==> config.mk <==
export PLATFORM = sky130hd
export DESIGN_NAME = udp_fragment_reassembly_tracker_top
export DESIGN_NICKNAME = d
export VERILOG_FILES = /design/src/design/ufrt_pkg.sv /design/src/design/ufrt_tracker.sv /design/src/design/udp_fragment_reassembly_tracker_top.sv
export SDC_FILE = /design/constraint.sdc
export NUM_CORES = 1
export LEC_CHECK = 0
export BUFFER_PORTS_ARGS = -buffer_cell sky130_fd_sc_hd__clkbuf_2
export CAP_MARGIN = 20
export CORE_ASPECT_RATIO = 1.1
export CORE_MARGIN = 3
export CORE_UTILIZATION = 55
export DETAILED_ROUTE_END_ITERATION = 6
export PLACE_DENSITY = 0.8
export SKIP_CTS_REPAIR_TIMING = 1
export SYNTH_ARGS = -nofsm -noshare
export SYNTH_HDL_FRONTEND = slang
export SYNTH_SLANG_ARGS = --single-unit
==> constraint.sdc <==
create_clock -name clk -period 14.1 [get_ports clk]
set_input_delay 4.23 -clock clk [delete_from_list [all_inputs] [get_ports clk]]
set_output_delay 4.23 -clock clk [all_outputs]
set_load 0.01 [all_outputs]
==> src/design/ufrt_pkg.sv <==
// Shared types and constants for the UDP fragment reassembly tracker.
// Depends on nothing; imported by the tracker core and the top level.
`timescale 1ns / 1ps

package ufrt_pkg;

  // Frame geometry
  localparam int unsigned MAX_FRAGMENTS    = 16;
  localparam int unsigned FRAGMENT_PAYLOAD = 65491;
  localparam int unsigned MAX_FRAME_BYTES  = MAX_FRAGMENTS * FRAGMENT_PAYLOAD;

  localparam logic [15:0] HDR_BYTES = 16'd16;
  localparam logic [15:0] END_INDEX = 16'hFFFF;

  // Widths of the assembly state
  localparam int unsigned CNT_W = 5;
  localparam int unsigned LEN_W = 20;
  localparam int unsigned IDX_W = 4;

  // Verdict codes
  localparam logic [3:0] ST_ACCEPTED    = 4'd0;
  localparam logic [3:0] ST_COMPLETE    = 4'd1;
  localparam logic [3:0] ST_END         = 4'd2;
  localparam logic [3:0] ST_TRUNCATED   = 4'd3;
  localparam logic [3:0] ST_BAD_HEADER  = 4'd4;
  localparam logic [3:0] ST_NO_ASSEMBLY = 4'd5;
  localparam logic [3:0] ST_DUPLICATE   = 4'd6;
  localparam logic [3:0] ST_BAD_LENGTH  = 4'd7;
  localparam logic [3:0] ST_EMPTY       = 4'd8;

  // One parsed datagram header
  typedef struct packed {
    logic        [15:0] datagram_length;
    logic        [15:0] fragment_index;
    logic        [15:0] fragment_count;
    logic        [31:0] frame_length;
    logic signed [63:0] timestamp;
  } ufrt_in_t;

  // One verdict
  typedef struct packed {
    logic        [3:0]  status;
    logic        [19:0] write_offset;
    logic        [15:0] write_length;
    logic        [19:0] done_length;
    logic signed [63:0] done_timestamp;
  } ufrt_out_t;

endpackage

==> src/design/ufrt_tracker.sv <==
// Assembly state and verdict logic of the fragment reassembly tracker.
// Depends on ufrt_pkg; the verdict is combinational, state commits on advance.
`timescale 1ns / 1ps

module ufrt_tracker (
  input  logic               clk,
  input  logic               rst_n,
  input  logic               advance,
  input  ufrt_pkg::ufrt_in_t item,
  output ufrt_pkg::ufrt_out_t verdict
);
  import ufrt_pkg::*;

  // Assembly state
  logic        [CNT_W-1:0] asm_count_r,     asm_count_nxt;
  logic        [LEN_W-1:0] asm_length_r,    asm_length_nxt;
  logic signed [63:0]      asm_timestamp_r, asm_timestamp_nxt;
  logic        [15:0]      received_mask_r, received_mask_nxt;
  logic        [LEN_W-1:0] bytes_gathered_r, bytes_gathered_nxt;

  // Decoded header and working values
  logic        [15:0]      payload;
  logic        [CNT_W-1:0] cnt5;
  logic        [IDX_W-1:0] idx4;
  logic        [LEN_W-1:0] flen20;
  logic        [LEN_W-1:0] cnt_limit;
  logic                    is_zero;
  logic                    params_differ;
  logic                    replace;
  logic                    take;
  logic                    complete;
  logic        [CNT_W-1:0] eff_count;
  logic        [LEN_W-1:0] eff_length;
  logic signed [63:0]      eff_ts;
  logic        [15:0]      eff_mask;
  logic        [LEN_W-1:0] eff_bytes;
  logic        [LEN_W-1:0] offset;
  logic        [LEN_W-1:0] expected;
  logic        [LEN_W-1:0] gathered_sum;
  logic        [15:0]      mask_new;
  logic        [15:0]      full;

  // Evaluate one header against the current assembly
  always_comb begin
    payload       = item.datagram_length - HDR_BYTES;
    cnt5          = item.fragment_count[CNT_W-1:0];
    idx4          = item.fragment_index[IDX_W-1:0];
    flen20        = item.frame_length[LEN_W-1:0];
    cnt_limit     = LEN_W'(cnt5) * LEN_W'(FRAGMENT_PAYLOAD);
    is_zero       = (item.fragment_index == 16'd0);
    params_differ = (asm_count_r != cnt5) || (asm_length_r != flen20) ||
                    (asm_timestamp_r != item.timestamp);

    eff_count  = (is_zero && params_differ) ? cnt5 : asm_count_r;
    eff_length = (is_zero && params_differ) ? flen20 : asm_length_r;
    eff_ts     = (is_zero && params_differ) ? item.timestamp : asm_timestamp_r;
    eff_mask   = (is_zero && params_differ) ? 16'd0 : received_mask_r;
    eff_bytes  = (is_zero && params_differ) ? '0 : bytes_gathered_r;

    offset       = LEN_W'(idx4) * LEN_W'(FRAGMENT_PAYLOAD);
    expected     = ((CNT_W'(idx4) + CNT_W'(1)) == eff_count) ? (eff_length - offset)
                                                             : LEN_W'(FRAGMENT_PAYLOAD);
    gathered_sum = eff_bytes + expected;
    mask_new     = eff_mask | (16'd1 << idx4);
    full         = 16'((17'd1 << eff_count) - 17'd1);

    replace  = 1'b0;
    take     = 1'b0;
    complete = 1'b0;
    verdict  = '0;

    if (item.datagram_length < HDR_BYTES) begin
      verdict.status = ST_TRUNCATED;
    end else if (item.fragment_index == END_INDEX && item.fragment_count == 16'd0 &&
                 item.frame_length == 32'd0) begin
      verdict.status = ST_END;
    end else if (item.fragment_count == 16'd0 ||
                 item.fragment_count > 16'(MAX_FRAGMENTS) ||
                 item.fragment_index >= item.fragment_count ||
                 item.frame_length > 32'(MAX_FRAME_BYTES) ||
                 flen20 > cnt_limit) begin
      verdict.status = ST_BAD_HEADER;
    end else if (payload == 16'd0) begin
      verdict.status = ST_BAD_LENGTH;
    end else begin
      replace = is_zero && params_differ;
      if (is_zero && eff_length == '0) begin
        verdict.status = ST_EMPTY;
      end else if (eff_count == '0 || eff_length == '0 || eff_count != cnt5 ||
                   eff_ts != item.timestamp || eff_length != flen20) begin
        verdict.status = ST_NO_ASSEMBLY;
      end else if (eff_mask[idx4]) begin
        verdict.status = ST_DUPLICATE;
      end else if (offset >= eff_length) begin
        verdict.status = ST_BAD_LENGTH;
      end else if (expected == '0 || LEN_W'(payload) != expected) begin
        verdict.status = ST_BAD_LENGTH;
      end else begin
        take                 = 1'b1;
        complete             = ((mask_new & full) == full) && (gathered_sum == eff_length);
        verdict.write_offset = offset;
        verdict.write_length = expected[15:0];
        if (complete) begin
          verdict.status         = ST_COMPLETE;
          verdict.done_length    = eff_length;
          verdict.done_timestamp = eff_ts;
        end else begin
          verdict.status = ST_ACCEPTED;
        end
      end
    end
  end

  // Next assembly state
  always_comb begin
    asm_count_nxt      = asm_count_r;
    asm_length_nxt     = asm_length_r;
    asm_timestamp_nxt  = asm_timestamp_r;
    received_mask_nxt  = received_mask_r;
    bytes_gathered_nxt = bytes_gathered_r;
    if (advance) begin
      if (replace) begin
        asm_count_nxt      = cnt5;
        asm_length_nxt     = flen20;
        asm_timestamp_nxt  = item.timestamp;
        received_mask_nxt  = 16'd0;
        bytes_gathered_nxt = '0;
      end
      if (take) begin
        received_mask_nxt  = mask_new;
        bytes_gathered_nxt = gathered_sum;
        if (complete) begin
          asm_count_nxt      = '0;
          asm_length_nxt     = '0;
          bytes_gathered_nxt = '0;
        end
      end
    end
  end

  // Hold the assembly
  always_ff @(posedge clk) begin
    if (!rst_n) begin
      asm_count_r      <= '0;
      asm_length_r     <= '0;
      asm_timestamp_r  <= '0;
      received_mask_r  <= '0;
      bytes_gathered_r <= '0;
    end else begin
      asm_count_r      <= asm_count_nxt;
      asm_length_r     <= asm_length_nxt;
      asm_timestamp_r  <= asm_timestamp_nxt;
      received_mask_r  <= received_mask_nxt;
      bytes_gathered_r <= bytes_gathered_nxt;
    end
  end

endmodule

==> src/design/udp_fragment_reassembly_tracker_top.sv <==
// Throughput: one header per cycle while the skid register is empty; the assembly
// registers settle each header in the cycle it is taken, and a two-entry output buffer
// (output plus skid) decouples the sides. Reset (rst_n low, synchronous) clears the
// assembly and empties the buffer. Verdicts are registered into this buffer.
// Top level of the UDP fragment reassembly tracker; depends on ufrt_pkg, ufrt_tracker.
`timescale 1ns / 1ps

module udp_fragment_reassembly_tracker_top (
  input  logic                clk,
  input  logic                rst_n,
  input  logic                in_valid,
  output logic                in_stall,
  input  ufrt_pkg::ufrt_in_t  in_data,
  output logic                out_valid,
  input  logic                out_stall,
  output ufrt_pkg::ufrt_out_t out_data
);
  import ufrt_pkg::*;

  logic      in_take;
  ufrt_out_t verdict;

  logic      out_valid_r,  out_valid_nxt;
  ufrt_out_t out_data_r,   out_data_nxt;
  logic      skid_valid_r, skid_valid_nxt;
  ufrt_out_t skid_data_r,  skid_data_nxt;

  // Take a transaction whenever the skid stage is free
  assign in_stall = skid_valid_r;
  assign in_take  = in_valid && !skid_valid_r;

  ufrt_tracker u_tracker (
    .clk     (clk),
    .rst_n   (rst_n),
    .advance (in_take),
    .item    (in_data),
    .verdict (verdict)
  );

  // Advance the output buffer
  always_comb begin
    out_valid_nxt  = out_valid_r;
    out_data_nxt   = out_data_r;
    skid_valid_nxt = skid_valid_r;
    skid_data_nxt  = skid_data_r;
    if (out_valid_r && !out_stall) begin
      out_valid_nxt = 1'b0;
    end
    if (skid_valid_r && !out_stall) begin
      out_valid_nxt  = 1'b1;
      out_data_nxt   = skid_data_r;
      skid_valid_nxt = 1'b0;
    end
    if (in_take) begin
      if (!out_valid_r || !out_stall) begin
        out_valid_nxt = 1'b1;
        out_data_nxt  = verdict;
      end else begin
        skid_valid_nxt = 1'b1;
        skid_data_nxt  = verdict;
      end
    end
  end

  always_ff @(posedge clk) begin
    if (!rst_n) begin
      out_valid_r  <= 1'b0;
      skid_valid_r <= 1'b0;
    end else begin
      out_valid_r  <= out_valid_nxt;
      skid_valid_r <= skid_valid_nxt;
    end
    out_data_r  <= out_data_nxt;
    skid_data_r <= skid_data_nxt;
  end

  assign out_valid = out_valid_r;
  assign out_data  = out_data_r;

endmodule

Word-level counts from Yosys, hierarchy flattened --
Index checks and enable logic that the tools add are counted.
Storage, ports and cells: register bits 375, output and inout port bits 126, input port bits 148
Cells by class: order comparisons 7, $add $sub $neg 5, multiplexer cells 71, equality and inequality tests 11, bitwise logic cells 3, $mul 2, shift operators 2, reductions and logical operators 34
Operator list (count):
- 2-to-1 mux 120 bit | 9
- 2-to-1 mux 124 bit | 3
- 2-to-1 mux 20 bit | 9
- inequality test 64 bit | 2
- 2-to-1 mux 84 bit | 1
- 2-to-1 mux 64 bit | 1
- zero test 16 bit | 3
- 2-to-1 mux 16 bit | 3
- zero test 20 bit | 2
- inequality test 20 bit | 2
- 2-to-1 mux 4 bit | 9
- > comparator 32 x 20 -> 1 bit (second input constant) | 1
- zero test 32 bit | 1
- 2-to-1 mux 1 bit | 31
- adder 20 bit | 1
- == test 20 bit | 1
- >= comparator 20 bit | 1
- > comparator 20 bit | 1
- multiplier 4 x 16 -> 20 bit (second input constant) | 1
- multiplier 5 x 16 -> 20 bit (second input constant) | 1
- 2-to-1 mux 5 bit | 4
- inequality test 16 x 20 -> 1 bit | 1
- subtractor 20 bit | 1
- AND 16 bit | 1
- other kinds (22) | 45

Logic depth before layout (Yosys ltp) --
depth in word-level cells 22, gate-level depth with buffers 38

Hierarchy --
A second synthesis with hierarchy kept.
Unflattened totals: cell total of the unflattened synthesis 2641, area, all modules 24863.8 um2
By module, submodules not included:
- ufrt_tracker | cells an instance 2106, instances 1, area an instance 15229.6 um2
- udp_fragment_reassembly_tracker_top | cells an instance 535, instances 1, area an instance 9634.2 um2

Least setup slack after synthesis --
Ideal clock, no wire load.
kind input port to flip-flop, from input in_data[112] in the netlist's numbering, to register u_tracker.asm_length_r[10], slack 1284 ps, data arrival time 12688 ps, cell stages on the path 34, cell sequence buf_2 > inv_1 > ha_1 > nor4b_1 > nand4_1 > a31oi_1 > buf_2 > buf_2 > clkbuf_1 > clkbuf_1 > mux2i_1 > inv_1 > ha_1 > a2111oi_0 > o21ai_0 > a31o_2 > xor2_1 > or3_1 > ha_1 > and3_1 > and4_1 > o2111ai_1 > a31oi_1 > or2_2 > nand4_1 > nand4b_1 > xnor3_1 > or4_1 > nand4bb_1 > clkbuf_1 > clkbuf_1 > clkbuf_1 > o21ai_0 > o21ai_0
Between the ends: word-level cells in the longest chain between the ends 19, elaborated cells between the ends (all ways) 69
Ends and longest elaborated chain:
- start, declared | line udp_fragment_reassembly_tracker_top.sv:13 | input ufrt_pkg::ufrt_in_t in_data,
- branches (longest 18 deep; another with multiplier 4 x 16 -> 20 bit)
- 2-to-1 mux 20 bit * | line ufrt_tracker.sv:129 | if (take) begin
- end signal, assigned | line ufrt_tracker.sv:151 | asm_length_r <= asm_length_nxt;
- end, declared | line ufrt_tracker.sv:16 | logic [LEN_W-1:0] asm_length_r, asm_length_nxt;
Every way passes the cells marked *. The select of a mux whose other input is x is not followed. A chain may end at the register's enable or synchronous reset.

==> qor.yml <==
status: "completed"
tns_ns: 0
crit_path_end_kind: "register"
cts_tree: "yes"
fin_hold_ws_ns: 0.459
initial_core_util: 0.560
synth_ff_type: "dfxtp_1"
synth_area_leader_cell: "dfxtp_1"
finClkSkew_ns: 0.0247
nets: 3389
worst_setup_path_start_kind: "primary input"
rsz0062_at_grt: "false"
timing_worst_slew_pin_value_ns: 1.15
dr.pass1.iters: 6
maxSlewViolCount: 0
clock_path_buffers: 3
fin_area_sq_mm: 0.0283
cts_num_sinks: 375
cap_violations: 0
h-tree-depth: 2
clkTransAtPathRegs_ns: 0.06
wire_per_inst_microns: 24.3
antenna_found_initial: 4
synth-simple-area-share: 0.182
synth_fa_ha_area_frac: 0.0868
synthCells: 2880
drt_wl_total_mm: 90.0
worstSetupPathType: "in -> reg"
synth_fp_nets: 3189
synth_cell_types: 83
ys_ff_latch: 375
grt_pass1_wl_mm: 135
cpPeakStageDelay_ns: 0.63
place.port_buffers: 273
power.density_mw_per_mm2: 108
synth-compound-area-share: 0.184
finalCriticalPeriod_ns: 12.95
synth_top_cell_area_share: 0.201
place_area_sq_mm: 0.0270
p_leak_nw: 11.9
grt_max_degree: 93
drcViolationCount: 0
drtAntennaViolNets: 0
max-vdd-ir-drop_v: 0.000108
hold_viol: 0
synthTopCellsByArea: "dfxtp_1, edfxtp_1, mux2i_1"
final.period_utilization: 0.919
setup_viol: 0
dp_hpwl_mm: 66.9
first_global_vias: 22682
via_per_inst: 6.44
slowest_stage: "buf_4"
synthesis.area_sq_mm: 0.0250
power.total_mw: 3.05
root_buffer: "clkbuf_16"
clk_latency_ns: 0.58
num_vias: 23803
synth.area.mux_share: 0.0847
drt_iter0_drc: 2511
yosysWarnings: 0
syn_to_final_growth_pct: 13.1
crit_arrival_ns: 13.45
pin_count: 274
rows: 81
routabilityCongestion: 1.02
core_area_sq_mm: 0.0447
slew_headroom: 0.233
hold_class: "reg -> reg"
synth_top_family_by_area: "compound AO/OA/AOI/OAI gates"
die_w_microns: 209
clock.fmax_mhz: 77.2
drive_gt1_frac: 0.143
worstPathMaxFanout: 69
synth_edf_count: 124
seq_area_frac_synth: 0.350
numCtsBuffers: 40
required_ns: 14.59
grt-ovfl-total: 0
yosys.area_share.xor_xnor: 0.0685
die_h_microns: 230
syn_avg_cell_area_sq_um: 8.69
die_area_sq_mm: 0.0481
track_usage: 0.358
async_flop_share: 0
## worst max-delay path, delay by kind of cell
kind	cells	cell delay, ns
buffers and inverters	7	2.13
and+or+nand+nor	10	3.28
adders and majority gates	3	1.04
AOI/OAI and AO/OA	8	1.92
xor gates and xnor gates	2	0.41
muxes	1	0.32
## power by group
group	leakage, nW	switching (mW)	internal, mW
clock network	0.627	0.459	0.593
logic	8.27	0.521	0.295
registers	2.99	0.0270	1.16
total	11.9	1.01	2.05
## cells by family after synthesis
| logic type | count (synthesis) |
|---|---|
| AO/OA/AOI/OAI | 725 |
| XOR/XNOR | 191 |
| adder cells (fa/ha/maj) | 161 |
| buffers and inverters | 285 |
| flip-flops | 375 |
| multiplexers | 202 |
| AND/OR/NAND/NOR | 941 |
## state kept, by name (all words and copies together), names as in the netlist
| name | flops |
|---|---|
| u_tracker.asm_timestamp_r | 64 |
| out_valid | 1 |
| skid_data_r | 124 |
| u_tracker.bytes_gathered_r | 20 |
| in_stall | 1 |
| u_tracker.asm_count_r | 5 |
| out_data | 124 |
| u_tracker.asm_length_r | 20 |
| u_tracker.received_mask_r | 16 |
## cell usage after synthesis, types with 18 or more instances
cell type	count
nand2_1	335
a21oi_1	280
dfxtp_1	251
nor2_1	222
mux2i_1	188
clkbuf_1	155
ha_1	140
edfxtp_1	124
xor2_1	123
inv_1	109
o21ai_0	108
o21a_1	90
xnor2_1	65
a21o_1	55
nor4_1	54
nand4_1	50
nand3_1	49
nor3_1	42
and2_1	31
and4_1	30
a31oi_1	26
nor2b_1	22
fa_1	21
a22o_1	20
or3_1	19
nand2b_1	18
o21bai_1	18
## path summary, 6_finish.rpt
kind / from / endpoint / slack (ns) / depth (start not counted)
max: in_data[113] / out_data[53]$_DFF_P_ / 1.15 / 31
min: u_tracker.bytes_gathered_r[10]$_SDFFE_PN0P_ / u_tracker.bytes_gathered_r[10]$_SDFFE_PN0P_ / 0.46 / 1
max reg2reg: u_tracker.asm_count_r[4]$_SDFFE_PN0P_ / out_data[53]$_DFF_P_ / 4.88 / 31
min reg2reg: u_tracker.bytes_gathered_r[10]$_SDFFE_PN0P_ / u_tracker.bytes_gathered_r[10]$_SDFFE_PN0P_ / 0.46 / 1
## cell type report
cell class / count / area (sq um)
fillers: 3722 / 16400
multi-input cells: 2220 / 15300
clock inverters: 15 / 180
diodes: 4 / 10.0
clock buffers: 59 / 1110
repair buffers: 334 / 1840
flip-flops and latches: 375 / 8750
well taps: 581 / 727
inverters: 109 / 409
## per-stage QoR
stage / worst slack (ns) / utilization / instances
after floorplan: 1.28 / - / 2880
after global placement: 1.10 / 0.604 / 3619
after detailed placement: 0.849 / 0.604 / 3619
after CTS: 1.44 / 0.633 / 3693
after global routing: 0.793 / 0.633 / 3696
final: 1.15 / 0.633 / 3697
## metal layers
| layer | global-route usage | wire length (microns) |
|---|---|---|
| met1 | 0.480 | 36500 |
| met2 | 0.566 | 40500 |
| met3 | 0.0583 | 7940 |
| met4 | 0.172 | 5100 |
| met5 | 0 | 0 |
## cell usage in the layout (no fill, tap or decap), drive strengths merged, types with 18 or more instances in the layout
| cell | n |
|---|---|
| a21o | 55 |
| a21oi | 281 |
| a22o | 20 |
| a31oi | 26 |
| and2 | 31 |
| and4 | 30 |
| buf | 61 |
| clkbuf | 332 |
| dfxtp | 251 |
| edfxtp | 124 |
| fa | 21 |
| ha | 140 |
| inv | 111 |
| mux2i | 188 |
| nand2 | 335 |
| nand2b | 18 |
| nand3 | 49 |
| nand4 | 50 |
| nor2 | 222 |
| nor2b | 22 |
| nor3 | 42 |
| nor4 | 55 |
| o21a | 90 |
| o21ai | 109 |
| o21bai | 18 |
| or3 | 19 |
| xnor2 | 65 |
| xor2 | 123 |
Power figures use the tool's default switching activity.
